### src/rtl/csi_pkg.sv
// shared types and codes for the clipmap scroll invalidation block
`default_nettype none

package csi_pkg;

   typedef enum logic [1:0] {
      KIND_POS       = 2'd0,
      KIND_ADD       = 2'd1,
      KIND_REMOVE    = 2'd2,
      KIND_FRAME_END = 2'd3
   } kind_type;

   typedef enum logic [2:0] {
      ST_IDLE,
      ST_SHIFT,
      ST_EVAL,
      ST_EMIT,
      ST_WRITE,
      ST_FLUSH
   } state_type;

   localparam int unsigned PAGE_SHIFT_RESET = 4;

   // controller to datapath
   typedef struct packed {
      logic accept;
      logic shift;
      logic eval;
      logic load_box;
      logic next_axis;
      logic write;
      logic flush;
   } cmd_type;

   // datapath to controller
   typedef struct packed {
      logic walk;
      logic unchanged;
      logic last_level;
      logic box_here;
      logic axis_last;
      logic room;
      logic pend_valid;
      logic out_free;
   } stat_type;

endpackage

`default_nettype wire

### src/rtl/csi_ctrl.sv
// controller state machine for the level walk and box emission
`default_nettype none

module csi_ctrl
   import csi_pkg::*;
(
   input  wire logic     clock,
   input  wire logic     reset,
   input  wire logic     req_valid,
   output logic          req_stall,
   input  wire stat_type stat,
   output cmd_type       cmd
);

   state_type state_ff, state_in;

   always_ff @(posedge clock) begin
      if (reset) begin
         state_ff <= ST_IDLE;
      end else begin
         state_ff <= state_in;
      end
   end

   always_comb begin
      state_in = state_ff;
      unique case (state_ff)
         ST_IDLE: begin
            if (req_valid && stat.walk) state_in = ST_SHIFT;
         end
         ST_SHIFT: begin
            state_in = ST_EVAL;
         end
         ST_EVAL: begin
            if (stat.unchanged) state_in = ST_FLUSH;
            else                state_in = ST_EMIT;
         end
         ST_EMIT: begin
            if (stat.axis_last && (!stat.box_here || stat.room)) state_in = ST_WRITE;
         end
         ST_WRITE: begin
            if (stat.last_level) state_in = ST_FLUSH;
            else                 state_in = ST_SHIFT;
         end
         ST_FLUSH: begin
            if (!stat.pend_valid || stat.out_free) state_in = ST_IDLE;
         end
         default: state_in = ST_IDLE;
      endcase
   end

   always_comb begin
      cmd       = '0;
      req_stall = (state_ff != ST_IDLE);
      unique case (state_ff)
         ST_IDLE: begin
            cmd.accept = req_valid;
         end
         ST_SHIFT: begin
            cmd.shift = 1'b1;
         end
         ST_EVAL: begin
            cmd.eval = 1'b1;
         end
         ST_EMIT: begin
            if (stat.box_here) begin
               cmd.load_box  = stat.room;
               cmd.next_axis = stat.room && !stat.axis_last;
            end else begin
               cmd.next_axis = !stat.axis_last;
            end
         end
         ST_WRITE: begin
            cmd.write = 1'b1;
         end
         ST_FLUSH: begin
            cmd.flush = stat.pend_valid && stat.out_free;
         end
         default: begin
            cmd = '0;
         end
      endcase
   end

endmodule

`default_nettype wire

### config.mk
export PLATFORM = sky130hd
export DESIGN_NAME = csi_ctrl
export DESIGN_NICKNAME = d
export VERILOG_FILES = /design/src/rtl/csi_pkg.sv /design/src/rtl/csi_ctrl.sv
export SDC_FILE = /design/constraint.sdc
export NUM_CORES = 1
export LEC_CHECK = 0
export BUFFER_PORTS_ARGS = -buffer_cell sky130_fd_sc_hd__buf_2
export CORE_AREA = 2 2 39 41
export CTS_CLUSTER_DIAMETER = 30
export DETAILED_ROUTE_END_ITERATION = 10
export DIE_AREA = 0 0 41 43
export GPL_ROUTABILITY_DRIVEN = 0
export SLEW_MARGIN = 20
export SYNTH_ARGS = -nofsm -noshare
export SYNTH_HDL_FRONTEND = slang
export SYNTH_SLANG_ARGS = --single-unit
### constraint.sdc
create_clock -name clock -period 1.4 [get_ports clock]
set_input_delay 0.28 -clock clock [delete_from_list [all_inputs] [get_ports clock]]
set_output_delay 0.28 -clock clock [all_outputs]
set_load 0.05 [all_outputs]
Word level (Yosys, flattened, before mapping)
Cells that the tools add are included.
Word-level totals
  input bits: 11
  flip-flop bits (word level): 3
  memories kept: 0
  memory bits (read-only): 0
  output and inout bits: 8
  word-level logic and storage cells: 35
  latch bits: 0
  bits in writable memories: 0
Operators by class
  muxes and demuxes: 14
  $mul: 0
  shift-type cells: 0
  add/subtract/negate cells: 0
  bitwise logic cells: 0
  equal/unequal tests: 8
  magnitude comparators: 0
  reduce and logical (&&, ||, !) cells: 12
  divide/modulo/power cells: 0
Operators with widths (count)
  $pmux 3 s6: 1
  $mux 3: 5
  $mux 1: 7
  $eq 3x2->1 const B: 2
  $eq 3x3->1 const B: 2
  $ne 2x2->1 const B: 3
  $logic_and 1x1->1: 4
  $eq 3x1->1 const B: 1
  $logic_not 1->1: 3
  $logic_not 3->1: 1
  $reduce_and 3->1: 1
  $reduce_bool 3->1: 1
  $logic_or 1x1->1: 2
  $mux 2: 1

Logic depth before layout (Yosys ltp)
Gate-level depths: netlist of the first run.
  depth in word-level cells: 5
  mapped depth: 4
  gate-level depth less buffers: 3

Worst setup path after synthesis of the first run
OpenSTA, ideal clock, no wires.
  path kind: reg-to-output
  start point: register state_ff[2]
  end point: output port cmd[2] in the netlist's numbering
  path buffers: 0
  slack: -0.636 ns
  data required time: 1.120 ns
  cell stages (with the launch flop): 3
  arrival: 1.756 ns
  path through: dfxtp_1 -> nand3b_2 -> nor3b_1
RTL lines
  start: declaration: line csi_ctrl.sv:15  | state_type state_ff, state_in;
  start signal: assignment: line csi_ctrl.sv:21  | state_ff <= state_in;
  end: declaration: line csi_ctrl.sv:12  | output cmd_type cmd

==> reports/results.txt, run 1 <==
Number of nets in the final layout -> 72
Yosys Warn Count -> 0
Pins Over Slew Limit -> 0
Reg area -> 71.32 um^2
Maximum vdd drop -> 0.3994 mV
All-layer global routing usage -> 0.1003
Share of layout cells above drive strength 1 -> 0.6500
Power share of the clock group -> 0.293
Register bit count reported by yosys -> 3
Register containing the most flip-flops in the final layout -> state_ff
Die H -> 43 um
Worst hold slack after final layout -> 0.2334 ns
Worst min path class -> in2reg
Number of global-route vias before repair -> 310
Wire length of the first global-routing pass -> 1.193 mm
Post-Place Worst Slack -> 0.02963 ns
Data required time at the worst endpoint -> 1.12 ns
Clock slew at the register clock pins of the worst setup and hold paths -> 0.04 ns
Synth Area in Adders -> 0
Combined area of all synthesized cells -> 266.5 um^2
Number of filler instances in the final layout -> 147
Internal power -> 306.0 uW
Net Sw Frac -> 0.3911
ANT nets after route -> 0
Area of the core region -> 1384 um^2
WL/cell -> 10.17 um
Final worst path period share -> 1.018
Data arrival time of the worst path -> 1.15 ns
Final wirelength -> 773 um
Average footprint of a synthesized cell -> 8.076 um^2
Largest area contributor in the netlist -> dfxtp_1
DRC violation count after routing -> 0
Die area -> 1763 um^2
Largest registers -> state_ff: 3 flops
Type of the setup path with the least slack -> reg2out
Power, Total -> 502.6 uW
Later-pin clock latency in the skew report -> 0.23 ns
Period minus WS final -> 1.425 ns
Port-buffer cells -> 18
Layout Cell Area excl Fill -> 531.8 um^2
Post-synth ARST share -> 0
Slew margin rel. -> 0.8340
Count of final hold-check violations -> 0
Switching pwr -> 196.5 uW
Pwr dens -> 945.1 nW/um^2
Maximum number of buffers from clock root to sink -> 2
Detail Placement HPWL -> 544.5 um
Sequential group share of total power -> 0.240
Multiplexer share of the synthesized area -> 0
Slew of the pin with the lowest slew margin -> 0.2507 ns
Detailed-route via count -> 335
Sink count of the clock tree -> 3
Detailed Route Iter0 Violations -> 3
Final worst slack -> -0.02528 ns
Net count after synthesis -> 44
Vias per cell -> 4.408
Complex-gate fraction of the synthesized area -> 0.2441
Violated checks -> negative setup slack
XOR/XNOR share of the synthesized area -> 0
Max reg flops -> 3
Main synth FF type -> dfxtp_1
Type of element capturing the critical path -> output pin
Commonest cells in the netlist -> nor2_1, dfxtp_1, nand2_1, nor2b_1
Unrepaired setup endpoints after global routing -> true
CTS tree -> yes
First drt pass iteration count -> 4
Final global-route overflow total -> 0
Post-DP Area -> 400.4 um^2
Boundary pin count -> 19
Maximum clock rate -> 701.6 MHz
Share of Yosys cell area claimed by the top area cell type -> 0.2254
Static Leakage -> 0.0002625 uW
Instance count of the mapped netlist -> 33
Skew final -> 0.002192 ns
Hold_buf cts -> 0
Most repeated cell in the gate-level netlist after synthesis -> nor2_1
Ranking of synthesized cells by area -> dfxtp_1, nor2b_1, a21o_1, a311oi_2, nor2_1
Multi-input gate area in the final layout -> 231.5 um^2
Largest family of logic cells by synthesized area -> simple AND/OR/NAND/NOR gates
Number of enable flip-flop cells after synthesis -> 0
Clock Root Buffer -> clkbuf_4
Share of power burned in combinational logic -> 0.466
CTS H-tree lvls -> 1
Top fanout value on the critical path -> 5
Proportion of synthesized chip area in sequential cells -> 0.2254
Relative area change from synthesis to final layout -> 99.53%
Effective utilization at floorplan -> 0.1926
Number of antenna diodes -> 0
Synthesized-area fraction occupied by and/or/nand/nor cells -> 0.4883
Critical path launch point type -> register
Standard-cell rows -> 14
Distinct cells, synth -> 20
Status -> finished with violations
Pin count of the biggest net entering global routing -> 10
Number of failing setup endpoints in the final timing report -> 4
Antenna violations before repair -> 0
Inserted Clock Buffers -> 3
Die Wd -> 41 um
Maxcap violations -> 0
-- placed cells by master, fill, tap and decap left out --
cell       Yosys  layout
buf_2          0      11
buf_6          0       7
buf_4          1       6
nor2b_2        0       3
nand2_1        3       3
nor2_1         4       3
clkbuf_4       0       3
dfxtp_4        0       3
nand2b_1       2       2
a21o_1         2       2
a21oi_1        2       2
nor2_2         0       1
nor3_4         0       1
inv_1          1       1
nor3b_4        0       1
nand3b_4       0       1
nor3b_2        1       1
and2_1         1       1
and4_1         1       1
nor3b_1        2       1
o21bai_1       1       1
nand4b_1       1       1
a311oi_2       1       1
a2bb2oi_1      1       1
o32ai_1        1       1
clkbuf_1       0       1
-- kinds of logic after synthesis --
family / after synthesis
AO/OA/AOI/OAI: 8
buffers and inverters: 2
flip-flops: 3
AND/OR/NAND/NOR: 20
-- metal layers --
metal,vias up,share of wire,GRT usage
li1,173,-,-
met1,150,0.43,0.1122
met2,12,0.50,0.1563
met3,0,0.067,0.01571
met4,0,0,0.08000
met5,-,0,0
-- cell type report --
class                      instances  area share
multi-input combinational         28      0.4353
clock buffer                       4     0.04941
inverter                           1    0.007059
sequential                         3      0.1341
tap                               16     0.03765
timing repair buffer              24      0.3365
-- through the flow --
stage	TNS (ns)	std cells	util
after detailed placement	0	68	0.2893
after global routing	-0.2878	76	0.3843
after CTS	-0.08961	73	0.3680
after floorplan	-0.3654	33	-
final	-0.05662	76	0.3843
after global placement	0	68	0.2893
-- power groups by stage --
stage / Clock [uW] / Sequential, uW / Combinational, uW
6_report: 147 / 121 / 234
5_1_grt: 159 / 123 / 247
4_1_cts: 159 / 121 / 225
3_5_place_dp: 0 / 114 / 192
3_3_place_gp: 0 / 114 / 189
2_1_floorplan: 0 / 107 / 147
-- worst max-delay path: stages, from the launching register on --
cell	delay [ns]
dfxtp_4	0.36
nand3b_4	0.18
nor3b_2	0.20
buf_6	0.18
-- what timing repair did --
item | CTS | global route
endpoints found under the setup margin | 8 | 6
setup buffers | 1 | 3
pin swaps | 4 | 2
gates resized for setup | 24 | 0
-- worst paths after layout --
| check | from | endpoint | slack (ns) | cells past startpoint |
|---|---|---|---|---|
| max | state_ff[2]$_SDFFE_PP0P_ | cmd[2] | -0.03 | 3 |
| min | reset | state_ff[1]$_SDFFE_PP0P_ | 0.23 | 2 |
| max reg2reg | state_ff[2]$_SDFFE_PP0P_ | state_ff[0]$_SDFFE_PP0P_ | 0.22 | 4 |
| min reg2reg | state_ff[0]$_SDFFE_PP0P_ | state_ff[0]$_SDFFE_PP0P_ | 0.55 | 1 |
(Power assumes the default switching activity.)
==> inputs of run 2 (changes only) <==
CTS_BUF_LIST = sky130_fd_sc_hd__clkbuf_4 sky130_fd_sc_hd__clkbuf_8 sky130_fd_sc_hd__clkbuf_16   (was not set)
==> run 2 against run 1 <==
  * The flow still finishes with violations (negative setup slack)
  * Clock skew down 0.00073 ns
  * Critical path depth unchanged
  * Clock power up 13%
  * Sequential cell count unchanged
  * Register-to-register slack about the same
  * Core utilization down 0.27 points
  * Worst setup slack better by 0.0019 ns
  * Critical endpoint unchanged
  * Fmax up 0.14%
  * Worst hold slack about the same
==> reports/results.txt, run 2 (synthesis results as in run 1) <==
Switching pwr -> 194.9 uW (-0.85%)
Die H -> 43 um (unchanged)
Worst path buffer plus inverter count -> 1 (unchanged)
First drt pass iteration count -> 2 (-2)
Share of layout cells above drive strength 1 -> 0.6610 (+0.01102)
Hold_buf cts -> 0 (unchanged)
Maxcap violations -> 0 (unchanged)
R2R Path Start -> state_ff[2]$_SDFFE_PP0P_
DRC violation count after routing -> 0 (unchanged)
Total number of cells along the worst setup path -> 3 (unchanged)
Most common library cell in the layout ignoring fill and taps -> buf_2
Clock slew at the register clock pins of the worst setup and hold paths -> 0.04 ns (about the same)
Final global-route overflow total -> 0 (unchanged)
Status -> finished with violations
Worst r2r dst -> state_ff[0]$_SDFFE_PP0P_
Data required time at the worst endpoint -> 1.12 ns (about the same)
Net Sw Frac -> 0.3773 (-0.01381)
Die Wd -> 41 um (unchanged)
Critical path launch point type -> register
Unrepaired setup endpoints after global routing -> true
CTS H-tree lvls -> 1 (unchanged)
Maximum vdd drop -> 0.3839 mV (-3.9%)
Maximum number of buffers from clock root to sink -> 2 (unchanged)
WL/cell -> 9.933 um (-2.3%)
Period minus WS final -> 1.423 ns (-0.001948 ns)
ANT nets after route -> 0 (unchanged)
Max reg flops -> 3 (unchanged)
Type of element capturing the critical path -> output pin
Internal power -> 321.7 uW (+5.1%)
Sequential group share of total power -> 0.234 (-0.006)
Final worst slack -> -0.02333 ns (+0.001948 ns)
Boundary pin count -> 19 (unchanged)
Family of cells with the greatest summed delay on the critical path -> simple AND/OR/NAND/NOR gates
Number of antenna diodes -> 0 (unchanged)
Data arrival time of the worst path -> 1.14 ns (about the same)
All-layer global routing usage -> 0.09629 (-0.004012)
Worst-path cell chain -> nand3b_4 -> nor3b_2 -> buf_6
Wire length of the first global-routing pass -> 1.152 mm (-3.4%)
Static Leakage -> 0.0002606 uW (-0.75%)
Later-pin clock latency in the skew report -> 0.23 ns (about the same)
Sink count of the clock tree -> 3 (unchanged)
Crit path largest cell delay -> 0.36 ns (about the same)
Area of the core region -> 1384 um^2 (unchanged)
Effective utilization at floorplan -> 0.1926 (unchanged)
Pins Over Slew Limit -> 0 (unchanged)
Pin count of the biggest net entering global routing -> 10 (unchanged)
Top fanout value on the critical path -> 5 (unchanged)
Port-buffer cells -> 18 (unchanged)
Maximum clock rate -> 702.6 MHz (+0.14%)
Power share of the clock group -> 0.322 (+0.029)
CP Launch Point -> state_ff[2]$_SDFFE_PP0P_
Largest registers -> state_ff: 3 flops
Antenna violations before repair -> 0 (unchanged)
Final worst path period share -> 1.017 (-0.001391)
Sum of negative setup slack -> -0.04382 ns (+0.01280 ns)
Detailed-route via count -> 330 (-1.5%)
Slowest cell on the critical path -> dfxtp_4
Number of global-route vias before repair -> 300 (-3.2%)
Type of the setup path with the least slack -> reg2out
Number of nets in the final layout -> 71 (-1.4%)
Slack of the worst reg-to-reg path -> 0.22 ns (about the same)
Timing endpoint of the critical path -> cmd[2]
Slew margin rel. -> 0.8335 (about the same)
Number of cells on the worst reg-to-reg path -> 4 (unchanged)
Top library cells by usage in the layout, fill and taps aside -> buf_2, buf_6, clkbuf_4, buf_4
Violated checks -> negative setup slack
Slew of the pin with the lowest slew margin -> 0.2514 ns (+0.0007086 ns)
Detailed Route Iter0 Violations -> 2 (-1)
Detail Placement HPWL -> 544.5 um (unchanged)
Relative area change from synthesis to final layout -> 98.12%
Worst min path class -> in2reg
Number of failing setup endpoints in the final timing report -> 3 (-1)
Share of power burned in combinational logic -> 0.444 (-0.022)
Pwr dens -> 978.3 nW/um^2 (+3.5%)
Share of the core filled with cells -> 0.3816 (-0.002713)
Vias per cell -> 4.400 (-0.18%)
Register containing the most flip-flops in the final layout -> state_ff
Inserted Clock Buffers -> 3 (unchanged)
Skew final -> 0.001457 ns (-0.0007346 ns)
Standard-cell rows -> 14 (unchanged)
Final wirelength -> 745 um (-3.6%)
Clock Root Buffer -> clkbuf_4
Count of final hold-check violations -> 0 (unchanged)
Die area -> 1763 um^2 (unchanged)
CTS tree -> yes
==> run 2: changes by cell type in the layout (fill, tap and decap cells not counted) <==
cell	before	now
clkbuf_1	1	0
buf_4	6	4
clkbuf_4	3	5
==> run 2: worst min-delay path by stage <==
| stage | to | slack (ns) | cells past startpoint | start |
|---|---|---|---|---|
| 6_report | state_ff[1]$_SDFFE_PP0P_ | 0.23 | 2 | reset |
| 5_1_grt | state_ff[1]$_SDFFE_PP0P_ | 0.24 | 2 | reset |
| 4_1_cts | state_ff[1]$_SDFFE_PP0P_ | 0.23 | 2 | reset |
| 3_5_place_dp | state_ff[1]$_SDFFE_PP0P_ | 0.48 | 2 | reset |
| 3_3_place_gp | state_ff[1]$_SDFFE_PP0P_ | 0.48 | 2 | reset |
| 2_1_floorplan | state_ff[1]$_SDFFE_PP0P_ | 0.35 | 1 | reset |
==> run 2: per-layer routing <==
metal | global-route usage | vias up | part of all wire | routed length, um
li1 | - | 171 | - | -
met1 | 0.1122 | 147 | 0.44 | 331
met2 | 0.1438 | 12 | 0.49 | 362
met3 | 0.01571 | 0 | 0.068 | 51
met4 | 0.08000 | 0 | 0 | 0
met5 | 0 | - | 0 | 0
==> run 2: worst register-to-register path, stage by stage (launching register included) <==
cell and delay [ns]:
dfxtp_4 0.36, nand3b_4 0.18, buf_4 0.14, a21o_1 0.17, a311oi_2 0.24
==> run 2: what timing repair did <==
action,in CTS,in global routing
pin swaps,4,3
endpoints found under the setup margin,8,7
gates resized for setup,23,1
buffers inserted,0,3
==> run 2: power groups by stage <==
| stage | clock network, uW | registers [uW] | logic [uW] |
|---|---|---|---|
| 6_report | 166 | 121 | 229 |
| 2_1_floorplan | 0 | 107 | 147 |
| 3_3_place_gp | 0 | 114 | 189 |
| 3_5_place_dp | 0 | 114 | 192 |
| 4_1_cts | 177 | 121 | 219 |
| 5_1_grt | 179 | 123 | 242 |
==> run 2: final cells by class <==
| type | instances | area (um^2) |
|---|---|---|
| Sequential cell | 3 | 71.32 |
| Timing Repair Buffer | 23 | 171.4 |
| Clock buffer | 4 | 30.03 |
| Fill cell | 150 | 855.8 |
| Tap cell | 16 | 20.02 |
| Inverter | 1 | 3.754 |
| Multi-Input combinational cell | 28 | 231.5 |
==> run 2: metrics by stage <==
stage | total power (uW) | setup slack [ns] | area [um^2] | hold slack (ns) | cells
floorplan | 254.0 | -0.1748 | 282.8 | 0.3491 | 33
global placement | 303.2 | 0.05017 | 400.4 | 0.4799 | 68
detailed placement | 305.3 | 0.02963 | 400.4 | 0.4815 | 68
CTS | 516.7 | -0.03226 | 503.0 | 0.2264 | 72
global route | 544.5 | -0.08187 | 528.0 | 0.2444 | 75
finish | 516.5 | -0.02333 | 528.0 | 0.2336 | 75
==> inputs of run 3 (changes only) <==
RECOVER_POWER = 25   (was not set)
clock period = 1.6 ns   (was 1.4 ns; I/O delays follow)
==> run 3 against run 2 <==
  * The flow now finishes without violations
  * Sequential power down 8%
  * Combinational power fell by 32%
  * Global-route usage increased by 0.50 points
  * Worst setup slack improved by 0.12 ns
  * Clock-buffer cell count unchanged
  * Cell count down 6.7%
  * Via count shrank 5.2%
  * Die area unchanged
  * First-iteration DRC count shrank 50%
==> reports/results.txt, run 3 (synthesis results as in run 1) <==
Status -> complete, no violations
Later-pin clock latency in the skew report -> 0.23 ns (about the same)
Number of global-route vias before repair -> 293 (-2.3%)
Inserted Clock Buffers -> 3 (unchanged)
Share of layout cells above drive strength 1 -> 0.5556 (-0.1055)
Post-DP Area -> 376.6 um^2 (-5.9%)
Static Leakage -> 0.0002284 uW (-12%)
Pwr dens -> 953.9 nW/um^2 (-2.5%)
Detailed-route via count -> 313 (-5.2%)
DRC violation count after routing -> 0 (unchanged)
Net Sw Frac -> 0.3943 (+0.01700)
Most common library cell in the layout ignoring fill and taps -> buf_2
Register containing the most flip-flops in the final layout -> state_ff
Top library cells by usage in the layout, fill and taps aside -> buf_2, clkbuf_4, nor2_1, nand2_1, buf_4
Max reg flops -> 3 (unchanged)
Top fanout value on the critical path -> 8 (+3)
Antenna violations before repair -> 0 (unchanged)
Sum of negative setup slack -> 0 ns (+0.04382 ns)
Number of nets in the final layout -> 66 (-7.0%)
Die area -> 1763 um^2 (unchanged)
Share of the core filled with cells -> 0.3165 (-0.06510)
Critical path launch point type -> register
CTS tree -> yes
Skew final -> 0.0003552 ns (-0.001102 ns)
Count of non-filler cells in the finished layout -> 70 (-6.7%)
Wire length of the first global-routing pass -> 1.179 mm (+2.3%)
ANT nets after route -> 0 (unchanged)
Die Wd -> 41 um (unchanged)
Type of element capturing the critical path -> output pin
Effective utilization at floorplan -> 0.1926 (unchanged)
Clock slew at the register clock pins of the worst setup and hold paths -> 0.04 ns (about the same)
Post-CTS Repair Setup Buffers -> 0 (unchanged)
Share of power burned in combinational logic -> 0.370 (-0.074)
Count of final hold-check violations -> 0 (unchanged)
Layout Cell Area excl Fill -> 437.9 um^2 (-17%)
Data arrival time of the worst path -> 1.18 ns (+0.04 ns)
Hold_buf cts -> 0 (unchanged)
Clock Root Buffer -> clkbuf_4
Sink count of the clock tree -> 3 (unchanged)
Area of the core region -> 1384 um^2 (unchanged)
Boundary pin count -> 19 (unchanged)
Maximum number of buffers from clock root to sink -> 2 (unchanged)
Maxcap violations -> 0 (unchanged)
All-layer global routing usage -> 0.1013 (+0.005015)
Slew margin rel. -> 0.8454 (+0.01188)
Final wirelength -> 764 um (+2.6%)
WL/cell -> 10.91 um (+9.9%)
Type of the setup path with the least slack -> reg2out
Sequential group share of total power -> 0.265 (+0.031)
Standard-cell rows -> 14 (unchanged)
Relative area change from synthesis to final layout -> 64.32%
Number of antenna diodes -> 0 (unchanged)
Unrepaired setup endpoints after global routing -> false
Vias per cell -> 4.471 (+1.6%)
Largest registers -> state_ff: 3 flops
Worst min path class -> in2reg
Post-cts repair resize count -> 6 (-74%)
Maximum vdd drop -> 0.4525 mV (+18%)
Switching pwr -> 164.7 uW (-15%)
Port-buffer cells -> 18 (unchanged)
Detailed Route Iter0 Violations -> 1 (-1)
Final worst path period share -> 0.9372
CTS H-tree lvls -> 1 (unchanged)
Internal power -> 253.0 uW (-21%)
Number of failing setup endpoints in the final timing report -> 0 (-3)
Final global-route overflow total -> 0 (unchanged)
Data required time at the worst endpoint -> 1.28 ns (+0.16 ns)
Slew of the pin with the lowest slew margin -> 0.2303 ns (-0.02111 ns)
Maximum clock rate -> 666.9 MHz
Period minus WS final -> 1.500 ns
Die H -> 43 um (unchanged)
Pin count of the biggest net entering global routing -> 12 (+2)
Power share of the clock group -> 0.365 (+0.043)
Pins Over Slew Limit -> 0 (unchanged)
Cells after DPL -> 66 (-2.9%)
First drt pass iteration count -> 2 (unchanged)
Number of filler instances in the final layout -> 160 (+6.7%)
Detail Placement HPWL -> 551.3 um (+1.2%)
[run 3: final timing paths]
check                                start                  endpoint  slack [ns]  cells after the start
setup reg to reg  state_ff[1]$_SDFFE_PP0P_  state_ff[0]$_SDFFE_PP0P_        0.47                      3
setup / recovery  state_ff[1]$_SDFFE_PP0P_                    cmd[0]        0.10                      3
hold / removal                       reset  state_ff[1]$_SDFFE_PP0P_        0.28                      2
hold reg to reg   state_ff[0]$_SDFFE_PP0P_  state_ff[0]$_SDFFE_PP0P_        0.58                      1
[run 3: per-layer routing]
| layer | vias up | routed length (um) | track usage |
|---|---|---|---|
| li1 | 163 | - | - |
| met1 | 132 | 362 | 0.1250 |
| met2 | 18 | 320 | 0.1469 |
| met3 | 0 | 81 | 0.06283 |
| met4 | 0 | 0 | 0.02000 |
| met5 | - | 0 | 0 |
[run 3: stage by stage]
step	hold WS [ns]	total power (uW)	setup WS [ns]
6_report	0.2767	417.7	0.1005
3_5_place_dp	0.5283	254.2	0.08111
2_1_floorplan	0.3891	217.7	-0.008374
4_1_cts	0.2785	419.9	-0.02720
5_1_grt	0.2951	455.4	0.01892
3_3_place_gp	0.5277	251.5	0.1220
[run 3: critical path, stage by stage (launching register included)]
cell	delay, ns
dfxtp_2	0.37
nor2b_1	0.15
and4_1	0.20
clkbuf_4	0.22
[run 3: final cells by class]
cell class | count | area, um^2 | area share
Inverter | 1 | 3.754 | 0.008571
Timing Repair Buffer | 18 | 106.4 | 0.2429
Multi-Input combinational cell | 28 | 211.5 | 0.4829
Tap cell | 16 | 20.02 | 0.04571
Clock buffer | 4 | 30.03 | 0.06857
Sequential cell | 3 | 66.31 | 0.1514
[run 3: power by group through the flow]
stage	registers (uW)	logic, uW	clock network [uW]
after floorplan	92.9	125	0
after global placement	104	147	0
after detailed placement	106	148	0
after CTS	105	154	160
after global routing	114	170	171
final	111	155	152
